**config.mk**
```make
export PLATFORM = sky130hd
export DESIGN_NAME = positional_deque
export DESIGN_NICKNAME = d
export VERILOG_FILES = /design/src/pdq_pkg.sv /design/src/positional_deque.sv /design/src/pdq_ram.sv /design/src/pdq_core.sv
export SDC_FILE = /design/constraint.sdc
export NUM_CORES = 1
export LEC_CHECK = 0
export ABC_AREA = 1
export ABC_CLOCK_PERIOD_IN_PS = 6500
export BUFFER_PORTS_ARGS = -buffer_cell sky130_fd_sc_hd__buf_2
export CELL_PAD_IN_SITES_DETAIL_PLACEMENT = 0
export CELL_PAD_IN_SITES_GLOBAL_PLACEMENT = 2
export CORE_MARGIN = 1
export CORE_UTILIZATION = 40
export DETAILED_ROUTE_END_ITERATION = 16
export PLACE_DENSITY_LB_ADDON = 0.1
export SLEW_MARGIN = 20
export SYNTH_ARGS = -nofsm -noshare
export SYNTH_HDL_FRONTEND = slang
export SYNTH_HIERARCHICAL = 1
export SYNTH_SLANG_ARGS = --single-unit
```
**constraint.sdc**
```tcl
create_clock -name i_clk -period 6.5 [get_ports i_clk]
set_clock_uncertainty 0.05 [all_clocks]
set_input_delay 0.65 -clock i_clk [delete_from_list [all_inputs] [get_ports i_clk]]
set_output_delay 0.65 -clock i_clk [all_outputs]
set_load 0.01 [all_outputs]
```
**src/pdq_pkg.sv**
```systemverilog
`default_nettype none
// ============================================================================
// pdq_pkg: shared types and codes for the positional deque
// Command and status codes, the job and result records, default capacity.
// ============================================================================
package pdq_pkg;

    localparam int CAPACITY_DEF = 16;

    localparam int CMD_W   = 3;
    localparam int VALUE_W = 32;
    localparam int POS_W   = 8;
    localparam int STAT_W  = 2;
    localparam int COUNT_W = 5;

    localparam logic [CMD_W-1:0] CMD_PUSH_FRONT = 3'd0;
    localparam logic [CMD_W-1:0] CMD_PUSH_BACK  = 3'd1;
    localparam logic [CMD_W-1:0] CMD_INSERT     = 3'd2;
    localparam logic [CMD_W-1:0] CMD_POP_FRONT  = 3'd3;
    localparam logic [CMD_W-1:0] CMD_POP_BACK   = 3'd4;
    localparam logic [CMD_W-1:0] CMD_DELETE     = 3'd5;

    localparam logic [STAT_W-1:0] ST_OK    = 2'd0;
    localparam logic [STAT_W-1:0] ST_EMPTY = 2'd1;
    localparam logic [STAT_W-1:0] ST_OOB   = 2'd2;
    localparam logic [STAT_W-1:0] ST_FULL  = 2'd3;

    typedef struct packed {
        logic [CMD_W-1:0]          cmd;
        logic signed [VALUE_W-1:0] value;
        logic [POS_W-1:0]          pos;
    } t_job;

    typedef struct packed {
        logic [STAT_W-1:0]         status;
        logic signed [VALUE_W-1:0] removed;
    } t_res;

endpackage
`default_nettype wire

```
**src/positional_deque.sv**
```systemverilog
`default_nettype none
// ============================================================================
// positional_deque: bounded double-ended queue with positional insert/delete
// Signed 32-bit entries held in one RAM as a circular buffer.
// ============================================================================
// Usage:
//   Input channel (i_valid / o_stall) carries one command item: command,
//   value, position. Output channel (o_valid / i_stall) returns one result
//   item per command: status, removed value, count after the command.
//   One command is in flight at a time; o_stall is high while it is worked.
//   From accept, a command passes the execute state, then the shift state
//   unless it is an error or an unused code, then the done state, from
//   which its result is loaded into the output register (o_valid).
//   The entry move is limited by the single RAM read port: one entry per
//   cycle is read and written back one place up (insert) or down (delete).
//   The next command is accepted in the cycle after the result leaves the
//   sequencer; until then the next item waits on the input.
//   A stalled receiver holds its result in the output register; the next
//   result then waits in the sequencer, which keeps o_stall high.
//   Reset (synchronous, active low) empties the store; no RAM clearing pass.
// ============================================================================
module positional_deque import pdq_pkg::*; #(
    parameter int CAPACITY = CAPACITY_DEF
) (
    input  wire logic                       i_clk,
    input  wire logic                       i_rst_n,
    input  wire logic                       i_valid,
    output logic                            o_stall,
    input  wire logic [CMD_W-1:0]           i_command,
    input  wire logic signed [VALUE_W-1:0]  i_value,
    input  wire logic [POS_W-1:0]           i_position,
    output logic                            o_valid,
    input  wire logic                       i_stall,
    output logic [STAT_W-1:0]               o_status,
    output logic signed [VALUE_W-1:0]       o_removed_value,
    output logic [COUNT_W-1:0]              o_count
);

    localparam int CW = $clog2(CAPACITY + 1);

    t_job                job;
    t_res                res;
    logic [CW-1:0]       res_count;
    logic                core_busy;
    logic                res_valid;
    logic                res_take;
    logic                in_acc;

    logic                r_out_valid;
    logic [STAT_W-1:0]   r_out_status;
    logic [VALUE_W-1:0]  r_out_removed;
    logic [COUNT_W-1:0]  r_out_count;

    assign job.cmd   = i_command;
    assign job.value = i_value;
    assign job.pos   = i_position;

    assign in_acc   = i_valid && !core_busy;
    // output register can take a result when empty or being drained
    assign res_take = !r_out_valid || !i_stall;

    pdq_core #(
        .CAPACITY (CAPACITY)
    ) u_core (
        .i_clk       (i_clk),
        .i_rst_n     (i_rst_n),
        .i_start     (in_acc),
        .i_job       (job),
        .o_busy      (core_busy),
        .o_res_valid (res_valid),
        .i_res_take  (res_take),
        .o_res       (res),
        .o_res_count (res_count)
    );

    always_ff @(posedge i_clk) begin
        if (!i_rst_n) begin
            r_out_valid <= 1'b0;
        end else if (res_valid && res_take) begin
            r_out_valid <= 1'b1;
        end else if (!i_stall) begin
            r_out_valid <= 1'b0;
        end
    end

    // payload loads only with a new result, so a stalled item holds
    always_ff @(posedge i_clk) begin
        if (res_valid && res_take) begin
            r_out_status  <= res.status;
            r_out_removed <= res.removed;
            r_out_count   <= COUNT_W'(res_count);  // low bits only
        end
    end

    assign o_stall         = core_busy;
    assign o_valid         = r_out_valid;
    assign o_status        = r_out_status;
    assign o_removed_value = r_out_removed;
    assign o_count         = r_out_count;

    // an accepted command always occupies the sequencer next cycle
    a_accept_busy: assert property (@(posedge i_clk) disable iff (!i_rst_n)
        in_acc |=> o_stall)
        else $error("sequencer not busy after accept");

    // error results never carry a removed value
    a_err_no_value: assert property (@(posedge i_clk) disable iff (!i_rst_n)
        (o_valid && o_status != ST_OK) |-> (o_removed_value == '0))
        else $error("removed value on error status");

    // count never exceeds capacity
    a_count_bound: assert property (@(posedge i_clk) disable iff (!i_rst_n)
        res_valid |-> (res_count <= CW'(CAPACITY)))
        else $error("count above capacity");

    // a result moves into the output register only when it can be taken
    a_no_overwrite: assert property (@(posedge i_clk) disable iff (!i_rst_n)
        (o_valid && i_stall) |=> ($stable(o_status) && $stable(o_count)))
        else $error("held result overwritten");

endmodule
`default_nettype wire

```
**src/pdq_ram.sv**
```systemverilog
`default_nettype none
// ============================================================================
// pdq_ram: generic simple dual-port RAM
// One write port, one read port, read data registered.
// ============================================================================
module pdq_ram #(
    parameter int WIDTH = 32,
    parameter int DEPTH = 16
) (
    input  wire logic                             i_clk,
    input  wire logic                             i_we,
    input  wire logic [$clog2(DEPTH)-1:0]         i_waddr,
    input  wire logic [WIDTH-1:0]                 i_wdata,
    input  wire logic [$clog2(DEPTH)-1:0]         i_raddr,
    output logic      [WIDTH-1:0]                 o_rdata
);

    logic [WIDTH-1:0] r_mem [DEPTH];

    always_ff @(posedge i_clk) begin
        if (i_we) begin
            r_mem[i_waddr] <= i_wdata;
        end
        o_rdata <= r_mem[i_raddr];
    end

endmodule
`default_nettype wire

```
**src/pdq_core.sv**
```systemverilog
`default_nettype none
// ============================================================================
// pdq_core: command sequencer for the positional deque
// Circular buffer in RAM with head pointer; inserts and deletes stream the
// tail of the store one entry per cycle through read, then write back.
// ============================================================================
module pdq_core import pdq_pkg::*; #(
    parameter int CAPACITY = CAPACITY_DEF
) (
    input  wire logic                               i_clk,
    input  wire logic                               i_rst_n,
    input  wire logic                               i_start,
    input  wire t_job                               i_job,
    output logic                                    o_busy,
    output logic                                    o_res_valid,
    input  wire logic                               i_res_take,
    output t_res                                    o_res,
    output logic [$clog2(CAPACITY+1)-1:0]           o_res_count
);

    localparam int AW   = $clog2(CAPACITY);
    localparam int CW   = $clog2(CAPACITY + 1);
    localparam int SW   = CW + 1;
    localparam int CMPW = ((CW > POS_W) ? CW : POS_W) + 1;

    localparam logic [1:0] S_IDLE  = 2'd0;
    localparam logic [1:0] S_EXEC  = 2'd1;
    localparam logic [1:0] S_SHIFT = 2'd2;
    localparam logic [1:0] S_DONE  = 2'd3;

    logic [1:0]          r_state,   n_state;
    t_job                r_job,     n_job;
    logic [AW-1:0]       r_head,    n_head;
    logic [CW-1:0]       r_count,   n_count;
    logic [CW-1:0]       r_src,     n_src;
    logic [CW-1:0]       r_dst,     n_dst;
    logic [CW-1:0]       r_left,    n_left;
    logic [CW-1:0]       r_idx,     n_idx;
    logic                r_up,      n_up;
    logic                r_ins,     n_ins;
    logic                r_front,   n_front;
    logic                r_rvalid,  n_rvalid;
    logic                r_cap,     n_cap;
    logic [STAT_W-1:0]   r_status,  n_status;
    logic [VALUE_W-1:0]  r_removed, n_removed;

    logic                ram_we;
    logic [AW-1:0]       ram_waddr;
    logic [VALUE_W-1:0]  ram_wdata;
    logic [AW-1:0]       ram_raddr;
    logic [VALUE_W-1:0]  ram_rdata;

    logic [CMPW-1:0]     cnt_w;
    logic [CMPW-1:0]     pos_w;
    logic [CW-1:0]       pos_idx;
    logic                full;
    logic                empty;
    logic [AW-1:0]       head_dec;
    logic [AW-1:0]       head_inc;

    // logical index -> RAM address, modulo capacity
    function automatic logic [AW-1:0] phys(input logic [AW-1:0] head,
                                           input logic [CW-1:0] idx);
        logic [SW-1:0] s;
        s = SW'(head) + SW'(idx);
        if (s >= SW'(CAPACITY)) begin
            s = s - SW'(CAPACITY);
        end
        return AW'(s);
    endfunction

    pdq_ram #(
        .WIDTH (VALUE_W),
        .DEPTH (CAPACITY)
    ) u_ram (
        .i_clk   (i_clk),
        .i_we    (ram_we),
        .i_waddr (ram_waddr),
        .i_wdata (ram_wdata),
        .i_raddr (ram_raddr),
        .o_rdata (ram_rdata)
    );

    assign cnt_w    = CMPW'(r_count);
    assign pos_w    = CMPW'(r_job.pos);
    assign pos_idx  = CW'(pos_w - CMPW'(1));
    assign full     = (r_count == CW'(CAPACITY));
    assign empty    = (r_count == '0);
    assign head_dec = (r_head == '0) ? AW'(CAPACITY - 1) : r_head - AW'(1);
    assign head_inc = (r_head == AW'(CAPACITY - 1)) ? '0 : r_head + AW'(1);

    always_comb begin
        n_state   = r_state;
        n_job     = r_job;
        n_head    = r_head;
        n_count   = r_count;
        n_src     = r_src;
        n_dst     = r_dst;
        n_left    = r_left;
        n_idx     = r_idx;
        n_up      = r_up;
        n_ins     = r_ins;
        n_front   = r_front;
        n_rvalid  = 1'b0;
        n_cap     = 1'b0;
        n_status  = r_status;
        n_removed = r_removed;
        ram_we    = 1'b0;
        ram_waddr = phys(r_head, r_dst);
        ram_wdata = ram_rdata;
        ram_raddr = phys(r_head, r_src);

        case (r_state)
            S_IDLE: begin
                if (i_start) begin
                    n_job   = i_job;
                    n_state = S_EXEC;
                end
            end

            S_EXEC: begin
                n_status  = ST_OK;
                n_removed = '0;
                n_left    = '0;
                n_front   = 1'b0;
                n_ins     = 1'b0;
                n_up      = 1'b0;
                n_state   = S_DONE;
                case (r_job.cmd)
                    CMD_PUSH_FRONT: begin
                        if (full) begin
                            n_status = ST_FULL;
                        end else begin
                            n_ins   = 1'b1;
                            n_front = 1'b1;
                            n_state = S_SHIFT;
                        end
                    end
                    CMD_PUSH_BACK: begin
                        if (full) begin
                            n_status = ST_FULL;
                        end else begin
                            n_ins   = 1'b1;
                            n_idx   = r_count;
                            n_state = S_SHIFT;
                        end
                    end
                    CMD_INSERT: begin
                        if (r_job.pos == '0 || pos_w > cnt_w + CMPW'(1)) begin
                            n_status = ST_OOB;
                        end else if (full) begin
                            n_status = ST_FULL;
                        end else begin
                            // open a gap: move entries idx..count-1 up one place
                            n_ins   = 1'b1;
                            n_idx   = pos_idx;
                            n_src   = r_count - CW'(1);
                            n_left  = r_count - pos_idx;
                            n_up    = 1'b1;
                            n_state = S_SHIFT;
                        end
                    end
                    CMD_POP_FRONT: begin
                        if (empty) begin
                            n_status = ST_EMPTY;
                        end else begin
                            ram_raddr = r_head;
                            n_rvalid  = 1'b1;
                            n_cap     = 1'b1;
                            n_front   = 1'b1;
                            n_state   = S_SHIFT;
                        end
                    end
                    CMD_POP_BACK: begin
                        if (empty) begin
                            n_status = ST_EMPTY;
                        end else begin
                            ram_raddr = phys(r_head, r_count - CW'(1));
                            n_rvalid  = 1'b1;
                            n_cap     = 1'b1;
                            n_state   = S_SHIFT;
                        end
                    end
                    CMD_DELETE: begin
                        if (empty) begin
                            n_status = ST_EMPTY;
                        end else if (r_job.pos == '0 || pos_w > cnt_w) begin
                            n_status = ST_OOB;
                        end else begin
                            // take entry idx, then close the gap from behind
                            ram_raddr = phys(r_head, pos_idx);
                            n_rvalid  = 1'b1;
                            n_cap     = 1'b1;
                            n_src     = pos_idx + CW'(1);
                            n_left    = r_count - pos_idx - CW'(1);
                            n_state   = S_SHIFT;
                        end
                    end
                    default: begin
                        n_status = ST_OK;
                    end
                endcase
            end

            S_SHIFT: begin
                // write back the entry read last cycle (or capture it)
                if (r_rvalid) begin
                    if (r_cap) begin
                        n_removed = ram_rdata;
                    end else begin
                        ram_we = 1'b1;
                    end
                end
                if (r_left != '0) begin
                    n_rvalid = 1'b1;
                    n_dst    = r_up ? r_src + CW'(1) : r_src - CW'(1);
                    n_src    = r_up ? r_src - CW'(1) : r_src + CW'(1);
                    n_left   = r_left - CW'(1);
                end else if (!r_rvalid) begin
                    if (r_ins) begin
                        ram_we    = 1'b1;
                        ram_wdata = r_job.value;
                        if (r_front) begin
                            ram_waddr = head_dec;
                            n_head    = head_dec;
                        end else begin
                            ram_waddr = phys(r_head, r_idx);
                        end
                        n_count = r_count + CW'(1);
                    end else begin
                        if (r_front) begin
                            n_head = head_inc;
                        end
                        n_count = r_count - CW'(1);
                    end
                    n_state = S_DONE;
                end
            end

            S_DONE: begin
                if (i_res_take) begin
                    n_state = S_IDLE;
                end
            end

            default: begin
                n_state = S_IDLE;
            end
        endcase
    end

    always_ff @(posedge i_clk) begin
        if (!i_rst_n) begin
            r_state  <= S_IDLE;
            r_head   <= '0;
            r_count  <= '0;
            r_rvalid <= 1'b0;
            r_cap    <= 1'b0;
        end else begin
            r_state  <= n_state;
            r_head   <= n_head;
            r_count  <= n_count;
            r_rvalid <= n_rvalid;
            r_cap    <= n_cap;
        end
    end

    always_ff @(posedge i_clk) begin
        r_job     <= n_job;
        r_src     <= n_src;
        r_dst     <= n_dst;
        r_left    <= n_left;
        r_idx     <= n_idx;
        r_up      <= n_up;
        r_ins     <= n_ins;
        r_front   <= n_front;
        r_status  <= n_status;
        r_removed <= n_removed;
    end

    assign o_busy         = (r_state != S_IDLE);
    assign o_res_valid    = (r_state == S_DONE);
    assign o_res.status   = r_status;
    assign o_res.removed  = r_removed;
    assign o_res_count    = r_count;

endmodule
`default_nettype wire
```
# --- Word-level counts from Yosys, hierarchy flattened ---
# Memory sizes are Yosys's and may differ from the RTL's. A register that Yosys moved wholly into a read port is not among the register bits.
# Cells that the tools add are included.
word_totals:
  memories: 1
  inputBits: 47
  mem_bits_rw: 512
  reg_bits: 153
memory_table:
  columns: ["memory", "words", "width", "rd", "rd_ports_with_merged_regs", "wr", "line_no", "text"]
  rows:
  - ["u_core.u_ram.r_mem", 16, 32, 1, 1, 1, "pdq_ram.sv:18", "logic [WIDTH-1:0] r_mem [DEPTH];"]
op_classes:
  n_mux: 86
  n_addsub: 22
  n_reduce_logical: 29
  n_lt_le_gt_ge: 7
  bitwise_logic: 2
  n_eq_ne: 26
op_table:
  columns: ["operator", "n"]
  rows:
  - ["$mux 32", 6]
  - ["$mux 4", 20]
  - ["$mux 5", 16]
  - ["$pmux 32 s2", 1]
  - ["$pmux 5 s2", 5]
  - ["$add 4x5->6", 5]
  - ["$ge 6x5->1 const B", 5]
  - ["$sub 5x1->5 const B", 5]
  - ["$pmux 2 s4", 3]
  - ["$sub 4x1->4 const B", 6]
  - ["$mux 1", 21]
  - ["$mux 2", 9]
  - ["$add 5x1->5 const B", 3]
  - ["$ne 2x2->1 const B", 6]
  - ["$ne 3x3->1 const B", 4]
  - ["$pmux 4 s3", 1]
  - ["$ne 2x1->1 const B", 5]
  - ["$gt 8x5->1", 1]
  - ["$gt 8x6->1", 1]
  - ["$logic_not 8->1", 1]
  - ["$pmux 1 s2", 4]
  - ["$reduce_and 2->1", 4]
  - ["$reduce_and 4->1", 2]
  - ["$reduce_and 7->1", 1]
  - ["24 further kinds", 37]

# --- Logic depth before layout (Yosys ltp) ---
logic_depth:
  depth_word: 8
  ltp_mapped: 25

# --- Modules after synthesis ---
# The synthesis kept the hierarchy.
by_module_without_submodules:
  columns: ["mod", "cells_per_inst", "instances", "seq_area_each_um2", "area_each_um2"]
  rows:
  - ["pdq_ram", 2120, 1, 16015.4, 22744.3]
  - ["pdq_core", 778, 1, 3173.0, 6697.7]
  - ["positional_deque", 47, 1, 1191.1, 1226.2]

# --- Worst setup path before layout ---
# Ideal clock, no wire load.
synth_timing:
  kind: "register -> register"
  from: "register u_core.r_state[0]"
  to: "register u_core.r_removed[0] (enable)"
  required_time_ps: 5980
  path_slack_ps: 2606
  setup_ps: 470
  path_stages_with_launch: 6
  t_arrival_ps: 3374
  cell_sequence: "dfxtp_1 -> inv_1 -> ha_1 -> buf_2 -> clkbuf_1 -> a21boi_0"
synth_between:
  elab_chain_len: 3
  elab_cells_between_ends: 6
  classes_between: "eq/ne: 4; reduce/logical: 2"
synth_rtl:
  columns: ["item", "line_no", "text"]
  rows:
  - ["start: declaration", "pdq_core.sv:31", "logic [1:0] r_state, n_state;"]
  - ["start signal: assignment", "pdq_core.sv:260", "r_state <= n_state;"]
  - ["$eq 2x2->1 / $eq 2x1->1 (equally long branches)", "pdq_core.sv:113", "case (r_state)"]
  - ["$ne 2x1->1 (no line) / $reduce_bool 2->1 (equally long branches)", null, null]
  - ["$reduce_and 3->1 (no line) *", null, null]
  - ["end signal: assignment", "pdq_core.sv:278", "r_removed <= n_removed;"]
  - ["end: declaration", "pdq_core.sv:45", "logic [VALUE_W-1:0] r_removed, n_removed;"]
# Every way passes the cells marked *; elsewhere a longest branch is shown, timed or not.
# A chain may end at the register's enable or synchronous reset.

# --- Final worst setup path ---
layout_timing:
  from: "register u_core.r_state[0]"
  to: "memory u_core.u_ram.r_mem[1][31] (enable)"
layout_between:
  elab_cells_between_ends: 5
  classes_between: "eq/ne: 1; mux: 4"
layout_lines:
  columns: ["item", "line_no", "text"]
  rows:
  - ["$eq 2x2->1", "pdq_core.sv:113", null]
  - ["$mux 4", "pdq_core.sv:113", null]
  - ["via u_core.ram_waddr[2]", "pdq_core.sv:48", "logic [AW-1:0] ram_waddr;"]
  - ["end: declaration", "pdq_ram.sv:18", null]
# The timed path passes the listed nets, and every way through them passes these cells.

==> summary.md <==
| Metric | Value |
|---|---|
| Total Neg Setup Slack | `0 ns` |
| Die Height | `279 µm` |
| Largest net degree at the start of global routing | `135` |
| Worst VDD drop | `0.335 mV` |
| Minimum clock period after layout | `4.59 ns` |
| CP max FO | `around 40` |
| Nets | `between 3,000 and 4,000` |
| Post-CTS Setup Bufs | `0` |
| Slowest-stage cell, CP | `nor2_4` |
| Detailed placement HPWL | `51,300 µm` |
| Most frequent cell on the critical path | `inv_1` |
| Synth Warn # | `6` |
| Share of layout cells above drive strength 1 | `9.42%` |
| Max Slew Vio Count | `0` |
| Post_cts resized | `0` |
| Synth area leader | `edfxtp_1` |
| Drt via density | `4.88` |
| First-pass GRT wire length | `between 100,000 and 150,000 µm` |
| Clk buf depth | `3` |
| Post-route cell area | `0.0349 mm²` |
| Startpoint class of the critical path | `flop` |
| Synth Flop Type | `edfxtp_1` |
| Rows | `101` |
| Pre-CTS worst setup slack | `just under 2 ns` |
| Detailed Route WL | `85,700 µm` |
| RR Endpoint | `u_core/u_ram/r_mem[1][31]` |
| Synth area leaders | `edfxtp_1, nand2_1, nand3_1` |
| RSZ-0062 raised after global routing | `false` |
| Post-Syn Area | `0.0307 mm²` |
| Slew headroom | `26.9%` |
| FF-to-FF setup slack | `1.91 ns` |
| I/O pin cnt | `88` |
| Post-CTS Hold Buffers | `0` |
| Post-DP Area | `0.0324 mm²` |
| Cell Pwr Density | `around 450 mW/mm²` |
| Met3 wire length | `between 3000 and 4000 µm` |
| Final setup violation count | `0` |
| Tightest Pin Transition | `1.10 ns` |
| Placer congestion estimate | `between 0.8 and 0.9` |
| Worst Setup SP | `u_core/r_state[0]` |
| Status | `finished clean` |
| Die Area | `0.0778 mm²` |
| Area Overhead vs Synth | `13.9%` |
| Highest metal used | `met4` |
| Kind of critical path | `flop to flop` |
| Register area share after synthesis | `66.5%` |
| Antenna violations before repair | `1` |
| Synth cell types | `49` |
| Synth Register Bits | `694` |
| Clk slew on worst S/H paths | `about 0.06 ns` |
| Drc violations | `0` |
| Sequence of cells on the critical path | `inv_1, ha_2, inv_1, nor2_1, inv_1, or2_4, nor2_8, o21ai_0, nor2_1, nand2_1, nor2_4, buf_4` |
| Hold_sp | `i_value[8]` |
| Crit share post-route | `70.6%` |
| Gr usage total | `22.1%` |
| DR WL/cell | `20.8 µm` |
| Wl on met1 | `40,100 µm` |
| Worst setup margin | `1.91 ns` |
| Crit path arrival time | `between 4 and 5 ns` |
| Vias in the first global route | `19,510` |
| Power consumption | `0.0158 W` |
| Final core utilization | `46.0%` |
| # clock sinks | `694` |
| Initial DRC count | `about 1,700` |
| R2R depth | `12` |
| GRT Residual Overflow | `0` |
| WL met2 | `around 40,000 µm` |
| Critical Path Sink | `u_core/u_ram/r_mem[1][31]` |
| Antenna-violating nets left | `0` |
| Starting Density | `between 40 and 50%` |
| Number of I/O port buffers | `87` |
| HP Class | `primary input to flop` |
| CTS buffer count | `80` |
| Worst path max stage delay | `0.86 ns` |
| Die Span X | `about 280 µm` |
| TritonRoute pass-1 iters | `5` |
| Area of the multi-input gates | `0.00773 mm²` |
| Final Hold Violating Endpoints | `0` |
| Clk_lat worst skew | `0.63 ns` |
| Max Fclk | `~220 MHz` |
| Yosys top cell area share | `a little under two thirds` |
| Syn avg cell area | `10.4 µm²` |
| Core ar. | `approximately 0.076 mm²` |
| Clock root buffer | `clkbuf_16` |
| Syn Inst Count | `2,945` |
| Ant diodes | `0` |
| Synth Net Count | `slightly above 3,000` |
| Seq. cell area | `0.0204 mm²` |
| Leak pwr | `14.9 nW` |
| Clock tree from TritonCTS | `yes` |
| Reg2reg start | `u_core/r_state[0]` |
| WP data required | `6.76 ns` |
| DR vias | `20,113` |
| Filler cells | `~7,100` |
| H-tree Lvls | `3` |
| Crit. End Element | `flop` |
| EDFF count, synth | `648` |
| Ys async rst share | `0%` |
| MaxCap Viol Count | `0` |
## routing by layer
layer  vias to the layer above  GRT usage, %
met5                         -             0
met4                         0          5.72
met3                       113          3.12
met2                       415          35.8
met1                      9846          31.3
li1                       9739             -
## synthesized netlist by cell type (5+ instances only)
master,number
a21oi_1,35
buf_1,14
buf_2,54
buf_4,9
buf_6,29
clkbuf_1,16
dfxtp_1,46
edfxtp_1,648
fa_1,6
ha_1,45
inv_1,503
nand2_1,935
nand3_1,426
nor2_1,43
nor3_1,7
o211ai_1,5
o21ai_0,38
xnor2_1,18
xor2_1,11
## stage by stage
stage	instances	hold WS, ns
6_report	4120	0.143
5_1_grt	4120	0.118
4_1_cts	4120	0.111
3_5_place_dp	3977	0.355
3_3_place_gp	3962	0.350
2_1_floorplan	2945	0.350
## critical path: cells and delay by family (launching register included)
kind	cells	cell delay (ns)
compound gates	1	0.40
fa+ha+maj	1	0.20
buf+inv	4	0.75
flops	1	0.35
simple gates	6	2.49
## cells by family (layout without fill, tap and decap cells)
family	after synthesis	after routing	share of synthesized area (%)
AO/OA/AOI/OAI	99	99	1.79
XOR/XNOR	29	29	0.828
adder cells (fa/ha/maj)	51	51	2.23
buffers and inverters	633	778	8.90
flip-flops	694	694	66.5
AND/OR/NAND/NOR	1439	1439	19.8
## layout by cell type (no fill, tap or decap), types with 26 or more instances in the layout
cell       synthesis  layout
nor2_1            43      26
clkbuf_16          0      82
buf_2             54      87
inv_1            503     499
ha_1              45      44
a21oi_1           35      34
edfxtp_1         648     648
o21ai_0           38      37
nand2_1          935     935
nand3_1          426     426
dfxtp_1           46      46
## layout make-up
cell class | instances | share of cell area, %
sequential | 694 | 58.3
multi-input combinational | 1618 | 22.1
clock buffer | 108 | 6.38
inverter | 508 | 5.49
tap | 1030 | 3.69
timing repair buffer | 127 | 2.99
clock inverter | 35 | 1.00
## power by group
part           internal (W)  switching, W  total, W
registers           0.00596      0.000249   0.00621
logic               0.00123       0.00388   0.00512
clock network       0.00261       0.00182   0.00443
total               0.00980       0.00595    0.0158
## worst min-delay path by stage
stage	to	slack, ns	depth (start not counted)
after global routing	u_core/r_job[10]	0.12	1
after global placement	o_removed_value[26]	0.35	0
after detailed placement	o_removed_value[26]	0.35	0
final	u_core/r_job[16]	0.14	1
after CTS	u_core/r_job[16]	0.11	1
after floorplan	o_removed_value[0]	0.35	0
## flip-flops by register name, indices dropped and copies added (netlist names), 4 cells and up
name                  cells
u_core/r_idx              4
u_core/o_res_count        5
u_core/pos_w              8
u_core/u_ram/o_rdata     32
u_core/r_removed         32
u_core/r_job             35
o_count                   5
u_core/r_head             4
o_removed_value          32
u_core/r_left             5
u_core/r_src              4
u_core/u_ram/r_mem      512
u_core/r_dst              4
Note: power is estimated with default switching activity, not from simulation.
